### src/design/prc_pkg.sv
// Package with shared types and constants of the perspective remap coordinate block.
`default_nettype none
package prc_pkg;
  localparam int unsigned CoefW  = 48;
  localparam int unsigned NumCoef = 8;
  // Sums: 48-bit coefficient times up to 16-bit coordinate, three terms.
  localparam int unsigned SumW   = 66;
  // Dividend magnitude shifted left by 16 plus half the divisor.
  localparam int unsigned DvdW   = 84;
  localparam int unsigned ModW   = 66;
  localparam int unsigned QuoW   = DvdW;

  typedef enum logic [2:0] {
    RegCoefXx = 3'd0, RegCoefXy = 3'd1, RegCoefXo = 3'd2, RegCoefYx = 3'd3,
    RegCoefYy = 3'd4, RegCoefYo = 3'd5, RegCoefWx = 3'd6, RegCoefWy = 3'd7
  } reg_idx_e;

  localparam logic [CoefW-1:0] OneQ32 = 48'h0001_0000_0000;

  // Data carried along the divider chain, one copy per cell.
  typedef struct packed {
    logic [DvdW-1:0] dvd_x;
    logic [ModW-1:0] rem_x;
    logic [DvdW-1:0] dvd_y;
    logic [ModW-1:0] rem_y;
    logic [ModW-1:0] den;
    logic            neg_x;
    logic            neg_y;
    logic            degen;
  } div_lane_t;
endpackage
`default_nettype wire

### src/design/prc_div_cell.sv
// One restoring division cell: produces one quotient bit for both coordinates.
`default_nettype none
module prc_div_cell (
  input  wire logic                clk_i,
  input  wire logic                rst_ni,
  input  wire logic                en_i,
  input  wire logic                valid_i,
  input  wire prc_pkg::div_lane_t  lane_i,
  output logic                     valid_o,
  output prc_pkg::div_lane_t       lane_o
);
  import prc_pkg::*;

  div_lane_t lane_d;
  logic [ModW:0] tx, ty;

  always_comb begin
    lane_d = lane_i;
    tx = {lane_i.rem_x, lane_i.dvd_x[DvdW-1]};
    ty = {lane_i.rem_y, lane_i.dvd_y[DvdW-1]};
    lane_d.dvd_x = {lane_i.dvd_x[DvdW-2:0], 1'b0};
    lane_d.dvd_y = {lane_i.dvd_y[DvdW-2:0], 1'b0};
    if (tx >= {1'b0, lane_i.den}) begin
      tx = tx - {1'b0, lane_i.den};
      lane_d.dvd_x[0] = 1'b1;
    end
    if (ty >= {1'b0, lane_i.den}) begin
      ty = ty - {1'b0, lane_i.den};
      lane_d.dvd_y[0] = 1'b1;
    end
    lane_d.rem_x = tx[ModW-1:0];
    lane_d.rem_y = ty[ModW-1:0];
  end

  always_ff @(posedge clk_i or negedge rst_ni) begin
    if (!rst_ni) begin
      valid_o <= 1'b0;
    end else if (en_i) begin
      valid_o <= valid_i;
    end
  end

  always_ff @(posedge clk_i) begin
    if (en_i) begin
      lane_o <= lane_d;
    end
  end
endmodule
`default_nettype wire

### config.mk
export PLATFORM = sky130hd
export DESIGN_NAME = prc_div_cell
export DESIGN_NICKNAME = d
export VERILOG_FILES = /design/src/design/prc_pkg.sv /design/src/design/prc_div_cell.sv
export SDC_FILE = /design/constraint.sdc
export NUM_CORES = 1
export LEC_CHECK = 0
export ABC_AREA = 1
export BUFFER_PORTS_ARGS = -buffer_cell sky130_fd_sc_hd__buf_2
export CAP_MARGIN = 5
export CORE_AREA = 2 2 291 293
export DETAILED_ROUTE_END_ITERATION = 16
export DIE_AREA = 0 0 293 295
export GPL_TIMING_DRIVEN = 1
export PLACE_DENSITY_LB_ADDON = 0.25
export SLEW_MARGIN = 5
export SYNTH_ARGS = -nofsm -noshare
export SYNTH_HDL_FRONTEND = slang
export SYNTH_SLANG_ARGS = --single-unit
### constraint.sdc
create_clock -name clk_i -period 1.8 [get_ports clk_i]
set_input_delay 0.09 -clock clk_i [delete_from_list [all_inputs] [get_ports clk_i]]
set_output_delay 0.09 -clock clk_i [all_outputs]
set_load 0.02 [all_outputs]
==> results by group, run 1 <==
Placement
  • IO buf count: roughly 740
  • Area post-placement: 36,570 um^2
  • Post-DP HPWL: 109,300 um
  • Placed cells: between 5,000 and 6,000
  • GPL Wtd Cong: slightly above 1

STA
  • Min Hold Slack: roughly 50 ps
  • Worst slew margin: 0.6947
  • Clock Skew: 0 ps
  • Actual slew at the worst max-slew pin: 456.4 ps
  • RSZ-0062 raised after global routing: yes
  • Worst setup margin: -209.9 ps
  • Final Hold Viols: 0
  • Final min period: roughly 2000 ps
  • Fmax: roughly 0.5 GHz
  • Setup violations, final: between 100 and 150
  • Final max-slew violation count: 0
  • Fin Setup TNS: -16,120 ps
  • Fin crit share: 1.117

Clock tree
  • CTS sink cnt: 370
  • CTS tree: yes
  • Htree depth: 2
  • CTS buffer count: 45
  • CTS root buf: clkbuf_16
  • Clock buffer depth: 3
  • Clk_lat worst skew: 600 ps
  • Clock Pin Slew Worst Setup and Hold Paths: approximately 70 ps

Critical path
  • Critical Path RT: approximately 2300 ps
  • Crit. End Element: flip-flop
  • R2r worst-path depth: 1
  • Reg2reg start: valid_o
  • FF-to-FF setup slack: between 1000 and 1500 ps
  • CP Data Arrival Time: about 2500 ps
  • Worst-path fanout max: 5
  • Critical path start-end classification: in -> reg
  • Worst setup path startpoint: lane_i[36]
  • R2R Path End: valid_o
  • Startpoint type of the worst setup path: primary input

Power
  • Switch share: 0.3472
  • VDD IR-drop max: between 0.6 and 0.7 mV
  • Sequential Power Share: 0.327
  • Internal: around 22 mW
  • Sw Pwr: around 12 mW
  • Leakage power: roughly 23 nW
  • Combinational share of power: 0.382
  • P per Cell Area: about 740 nW/um^2
  • Tot Pwr: ~34 mW
  • Clock share of power: 0.291

Synthesis
  • Synth cell types: 33
  • Synth warnings: 0
  • Top cells by area, synth: edfxtp_1, nand2_1, inv_1
  • Syn_nets: around 3,800
  • Synth Area per Inst: between 7 and 8 um^2
  • Number of flops mapped to enable cells by yosys: 369
  • Top FF cell, synth: edfxtp_1
  • Cell area after synthesis: roughly 25,000 um^2
  • Cells after synthesis: around 3,300
  • Top cells by instance count after synthesis: nand2_1, inv_1, edfxtp_1
  • Most frequent cell after synthesis: nand2_1
  • Synthesized flop and latch total: 370
  • Leading area contributor after synthesis: edfxtp_1
  • Async set-reset flop share out of synthesis: 0.002703
  • Post-synthesis sequential area ratio: 0.4500
  • Top-area cell type share of the netlist area: 0.4490

Global route
  • GR Util met3: 0.04345
  • Met1 Use GR: 0.3459
  • Global-route wire length before repair: 190,400 um
  • Initial antenna violation count: 5
  • Gr ovfl total: 0
  • GRT Util Overall: 0.3021
  • Busiest grt layer: met2
  • Vias in the first global route: between 20,000 and 30,000
  • Pin count of the biggest net entering global routing: 56
  • Met2 GRT Util: 0.5525

Floorplanning
  • Die W: between 200 and 300 um
  • Initial cell density of the core: 0.2968
  • Die Span Y: 295 um
  • Row count: approximately 110
  • Core area: 83,160 um^2
  • I/O Pins: between 700 and 800
  • Full die area: 86,440 um^2

Outcome
  • Failing checks: setup timing
  • Status: finished, violations left

Routing
  • WL final: between 100,000 and 150,000 um
  • Routed wire length per instance: 21.40 um
  • Antenna viol nets, final: 0
  • Via-per-instance ratio: between 4 and 5
  • Initial DRC Count: approximately 2,100
  • Total number of vias: about 30,000
  • DR pass1 iterations: 6
  • Drc violations: 0

Layout
  • Fraction of layout cells with a size suffix above 1: 0.4285
  • Nets: around 5,800
  • Area Growth Syn to Fin: 83.00%
  • Fillers: 7,788
  • Multi-input gate area: approximately 14,000 um^2
  • Fin cells: 6,383
  • FF+latch area: between 10,000 and 15,000 um^2
  • Final instance area: around 45,000 um^2

Hold path
  • Hold path depth: 4
  • Hold Path End: lane_o[219]
  • Tightest Hold Check Type: in -> reg
  • HP Start: lane_i[368]

Run
  • Max cap viols: 0
-- routing by layer --
layer / vias up / routed length (um)
li1: 14440 / -
met1: 13840 / 52740
met2: 1050 / 68130
met3: 285 / 7919
met4: 8 / 7748
met5: - / 48
-- critical path: stages --
cell	delay, ps
buf_8	80
clkinvlp_4	160
buf_12	180
ha_4	290
buf_6	100
nand2_4	60
buf_6	120
nor3_4	140
nand2_1	120
nor2_2	130
nand2_2	70
nand3_2	90
nand2_2	70
nand2_4	120
buf_6	150
buf_12	160
clkbuf_16	180
nand2_1	60
nand2_1	80
-- layout by cell type, fill, tap and decap left out, types with 6 or more instances in the layout --
cell,instances
nor3_4,11
clkinv_1,7
nor2_4,25
nor3_2,7
dlygate4sd3_1,367
clkbuf_16,53
nor2_2,59
nand2_2,154
buf_12,39
inv_1,502
o21ai_1,10
buf_6,27
nor2_1,149
edfxtp_1,369
nand2_4,45
nand3b_1,26
o21bai_1,24
inv_2,69
ha_1,37
a21oi_1,118
clkinv_2,8
o21ai_0,37
buf_16,9
nand3_4,13
nand3_2,40
bufinv_16,7
ha_4,94
buf_4,785
nand4_1,36
nor3_1,25
a21oi_2,33
buf_8,6
buf_2,730
nand2_1,1129
clkinvlp_4,19
nand3_1,114
xor2_1,60
-- power by group through the flow --
stage,clock (mW),sequential [mW],combinational (mW)
floorplan,0,12.2,3.75
global placement,0,11.1,10.6
detailed placement,0,11.1,10.6
CTS,9.96,11.0,12.2
global route,10.3,11.0,13.7
finish,9.78,11.0,12.8
-- area by class of cell --
cell class,instances,share of cell area
clock inverters,33,0.008810
repair buffers,1970,0.3281
diodes,3,0.0001662
multi-input cells,2285,0.3100
clock buffers,50,0.02582
inverters,592,0.05123
flip-flops and latches,370,0.2459
well taps,1080,0.02992
-- through the flow --
| step | worst slack (ps) | utilization |
|---|---|---|
| 2_1_floorplan | -145.3 | - |
| 3_3_place_gp | -1260 | 0.4398 |
| 3_5_place_dp | -1253 | 0.4398 |
| 4_1_cts | -98.55 | 0.5297 |
| 5_1_grt | -247.3 | 0.5430 |
| 6_report | -209.9 | 0.5431 |
-- registers in the layout (all words and copies together) (netlist names) --
register,count
lane_o,369
valid_o,1
-- how the worst max path moves through the flow --
stage | endpoint | cells past startpoint
after floorplan | lane_o[119] | 17
after detailed placement | lane_o[253] | 17
final | lane_o[252] | 19
after global routing | lane_o[224] | 17
after global placement | lane_o[253] | 17
after CTS | lane_o[255] | 19
-- logic make-up after synthesis --
family / count (synthesis) / synth area share
fa+ha+maj: 134 / 0.06855
xor+xnor: 66 / 0.02342
compound gates: 241 / 0.05293
buf+inv: 620 / 0.09937
simple gates: 1843 / 0.3053
flops: 370 / 0.4500
mux: 1 / 0.0004563
-- timing repair --
action / CTS / global route
hold buffers: 367 / 0
pin swaps: 53 / 92
cloned: 10 / 7
setup buffers: 57 / 17
gates resized for setup: 353 / 230
setup endpoints to repair: 134 / 134
hold endpoints to repair: 377 / 0
No activity file was read; power rests on OpenSTA's default activity.
==> run 2: changes to the inputs <==
ABC_AREA = default   (was 1)
CORE_AREA = 2 2 292 294   (was 2 2 291 293)
DIE_AREA = 0 0 294 296   (was 0 0 293 295)
==> run 2 against run 1 <==
  * Global-route usage down 7.5 points
  * Non-clock buffer count down 118
  * Sequential cell count unchanged
  * Register-to-register slack worse by 30 ps
  * Critical path depth down 3
  * Routed wire length down 22%
  * Utilization down 7.0 points
  * The run still ends with setup timing left
  * Synthesized cell count down 40%
  * Setup slack worse by 670 ps
  * Total power down 4.9%
  * Critical path type unchanged
  * Area after synthesis down 16%
==> results by group, run 2 <==
Power
  • Internal: 21.40 mW (-2.5%)
  • Switch share: 0.3308 (-0.01646)
  • P per Cell Area: 802.4 nW/um^2 (+7.8%)
  • Combinational share of power: 0.357 (-0.025)
  • Sw Pwr: 10.58 mW (-9.4%)
  • VDD IR-drop max: 0.6462 mV (-7.0%)
  • Sequential Power Share: 0.343 (+0.016)
  • Tot Pwr: 31.97 mW (-4.9%)
  • Clock share of power: 0.300 (+0.009)
  • Leakage power: 17.46 nW (-23%)

Layout
  • Multi-input gate area: 11,400 um^2 (-19%)
  • Final instance area: 39,840 um^2 (-12%)
  • Layout Utilization: 0.4732 (-0.06992)
  • Commonest cells after routing, fill and taps aside: buf_2, buf_4, edfxtp_1, dlygate4sd3_1, a21oi_1
  • FF+latch area: 11,110 um^2 (unchanged)
  • Most flops, register: lane_o
  • Area Growth Syn to Fin: 91.83%
  • Fraction of layout cells with a size suffix above 1: 0.5261 (+0.09759)
  • Max FFs per register: 369 (unchanged)
  • Fillers: 7,860 (+0.92%)
  • Commonest non-fill, non-tap cell in the layout: buf_2
  • Largest regs: lane_o (369), valid_o (1)
  • Nets: 4,266 (-26%)
  • Fin cells: 4,899 (-23%)

Floorplanning
  • Row count: 107 (+0.94%)
  • I/O Pins: 743 (unchanged)
  • Die Span Y: 296 um (+0.34%)
  • Full die area: 87,020 um^2 (+0.68%)
  • Die W: 294 um (+0.34%)
  • Core area: 84,210 um^2 (+1.3%)
  • Initial cell density of the core: 0.2467 (-0.05011)

Critical path
  • Critical Path RT: 2150 ps (-120 ps)
  • Worst setup path startpoint: lane_i[35]
  • CP top delay family: compound AO/OA/AOI/OAI gates
  • Reg2reg start: valid_o
  • FF-to-FF setup slack: 1020 ps (-30 ps)
  • Crit path cell chain: buf_8 > inv_6 > ha_4 > nand4_1 > or2_4 > buf_4 > buf_6 > o22ai_4 > or4_4 > a21oi_4 > a21oi_4 > a31o_4 > a31o_4 > buf_6 > buf_16 > a41o_1
  • Crit. End Element: flip-flop
  • CP bufs+invs: 6 (-2)
  • Startpoint type of the worst setup path: primary input
  • R2R Path End: valid_o
  • R2r worst-path depth: 1 (unchanged)
  • Worst-path fanout max: 8 (+3)
  • Critical path start-end classification: in -> reg
  • Worst-path cell with the longest stage delay: or4_4
  • Worst setup path end: lane_o[275]
  • CP peak stage delay: 530 ps (+240 ps)
  • Instance count on the critical path: 16 (-3)
  • CP Data Arrival Time: 3020 ps (+540 ps)

Routing
  • Antenna viol nets, final: 0 (unchanged)
  • Initial DRC Count: 984 (-53%)
  • DR pass1 iterations: 5 (-1)
  • WL final: 107,100 um (-22%)
  • Drc violations: 0 (unchanged)
  • Via-per-instance ratio: 4.586 (-1.2%)
  • Routed wire length per instance: 21.86 um (+2.1%)
  • Total number of vias: 22,470 (-24%)

Global route
  • GRT Util Overall: 0.2272 (-0.07493)
  • Gr ovfl total: 0 (unchanged)
  • Pin count of the biggest net entering global routing: 57 (+1.8%)
  • Vias in the first global route: 22,470 (-25%)
  • Global-route wire length before repair: 145,200 um (-24%)
  • Initial antenna violation count: 28 (+23)

Placement
  • IO buf count: 742 (unchanged)
  • Area post-placement: 31,000 um^2 (-15%)
  • Placed cells: 4,358 (-25%)
  • Post-DP HPWL: 80,930 um (-26%)
  • GPL Wtd Cong: 0.8825 (-14%)
  • Post-Place Setup Slack: -2034 ps (-781.0 ps)

STA
  • Final Hold Viols: 0 (unchanged)
  • Clock Skew: 0 ps (unchanged)
  • Worst slew margin: 0.4875 (-0.2071)
  • Fmax: 0.3738 GHz (-25%)
  • Worst setup margin: -875.3 ps (-665.4 ps)
  • Final min period: 2675 ps (+665.4 ps)
  • Setup violations, final: 134 (+3.1%)
  • Final max-slew violation count: 0 (unchanged)
  • Fin crit share: 1.486 (+0.3697)
  • Actual slew at the worst max-slew pin: 760.6 ps (+304.2 ps)
  • RSZ-0062 raised after global routing: yes

Synthesis
  • Synthesized flop and latch total: 370 (unchanged)
  • Number of flops mapped to enable cells by yosys: 369 (unchanged)
  • Synth Area per Inst: 10.64 um^2 (+41%)
  • Cell area after synthesis: 20,770 um^2 (-16%)
  • Top cells by area, synth: edfxtp_1, ha_1, a21oi_1
  • Top cells by instance count after synthesis: edfxtp_1, a21oi_1, nor2_1
  • Syn_nets: 2,459 (-35%)
  • Leading area contributor after synthesis: edfxtp_1
  • Top-area cell type share of the netlist area: 0.5335 (+0.08447)
  • Async set-reset flop share out of synthesis: 0.002703 (unchanged)
  • Most frequent cell after synthesis: edfxtp_1
  • Synth cell types: 77 (+130%)
  • Cells after synthesis: 1,952 (-40%)
  • Post-synthesis sequential area ratio: 0.5347 (+0.08466)
  • Top FF cell, synth: edfxtp_1
  • Synth warnings: 0 (unchanged)

Clock tree
  • Clock Pin Slew Worst Setup and Hold Paths: 60 ps (about the same)
  • CTS sink cnt: 370 (unchanged)
  • CTS tree: yes
  • Clk_lat worst skew: 600 ps (about the same)
  • CTS root buf: clkbuf_16
  • CTS buffer count: 48 (+6.7%)
  • Clock buffer depth: 3 (unchanged)
  • Htree depth: 2 (unchanged)

Run
  • Max cap viols: 0 (unchanged)

Outcome
  • Failing checks: setup timing
  • Status: finished, violations left

Hold path
  • Tightest Hold Check Type: in -> reg
==> run 2: cell count changes after synthesis, sizes merged, moves of 17 or more <==
cell    previous run  this run
nand3            167        24
xor2              62        45
clkbuf             0        61
nor2             233       181
a21o               0        53
nand2           1328       158
a21oi            152       280
a31oi              1        21
xnor2              4        74
nand3b            26         4
inv              591       108
o21ai             53       106
==> run 2: worst min-delay path: stages <==
cell	delay [ps]
buf_2	120
ha_4	160
a21oi_2	60
==> run 2: worst min path at each step <==
| stage | cells after the start | end | startpoint | slack (ps) |
|---|---|---|---|---|
| floorplan | 0 | valid_o | rst_ni | -210 |
| global placement | 1 | valid_o | rst_ni | -130 |
| detailed placement | 1 | valid_o | rst_ni | -130 |
| CTS | 5 | lane_o[132] | lane_i[131] | 3 |
| global route | 3 | lane_o[69] | lane_i[3] | 7 |
| finish | 3 | lane_o[69] | lane_i[3] | 5 |
==> run 2: cells by family (layout without fill, tap and decap cells) <==
| group | Yosys count | count (layout) | share of synthesized area |
|---|---|---|---|
| AOI/OAI and AO/OA | 599 | 599 | 0.1744 |
| and+or+nand+nor | 514 | 514 | 0.1132 |
| DFF | 370 | 370 | 0.5347 |
| buffers and inverters | 203 | 2047 | 0.03909 |
| adders and majority gates | 134 | 134 | 0.08144 |
| xor gates and xnor gates | 119 | 119 | 0.05018 |
| muxes | 13 | 13 | 0.006988 |
| other | 0 | 13 | 0 |
==> run 2: final cells by class <==
type	count	area share
Clock buffer	57	0.03153
Multi-Input combinational cell	1379	0.2861
Antenna cell	13	0.0008165
Timing Repair Buffer	1852	0.3498
Clock inverter	30	0.006814
Sequential cell	370	0.2787
Tap cell	1090	0.03423
Inverter	108	0.01200
==> run 2: what timing repair did <==
item	in CTS	in global routing
hold endpoints to repair	377	0
resized for setup	276	357
buffers inserted	39	31
setup endpoints to repair	134	134
hold buffers	366	0
pin swaps	53	98
cloned	7	16
==> run 2: power by group through the flow <==
stage	Clock, mW	Combinational (mW)	Sequential [mW]
final	9.59	11.4	11.0
after global routing	10.1	12.2	11.0
after CTS	9.83	10.5	11.0
after detailed placement	0	9.10	11.1
after global placement	0	9.09	11.1
after floorplan	0	3.23	12.3
==> run 2: routing by layer <==
layer / up-vias / routed length, um / track usage
met5: - / 143 / 0
met4: 22 / 3382 / 0.05674
met3: 160 / 6479 / 0.04991
met2: 610 / 57470 / 0.4428
met1: 10790 / 39590 / 0.2459
li1: 10890 / - / -
==> run 2: stage by stage <==
stage / hold WS (ps) / setup TNS, ps
2_1_floorplan: -205.6 / -118990
3_3_place_gp: -134.8 / -224870
3_5_place_dp: -133.3 / -226070
4_1_cts: 3.247 / -112120
5_1_grt: 7.248 / -109270
6_report: 5.086 / -97850
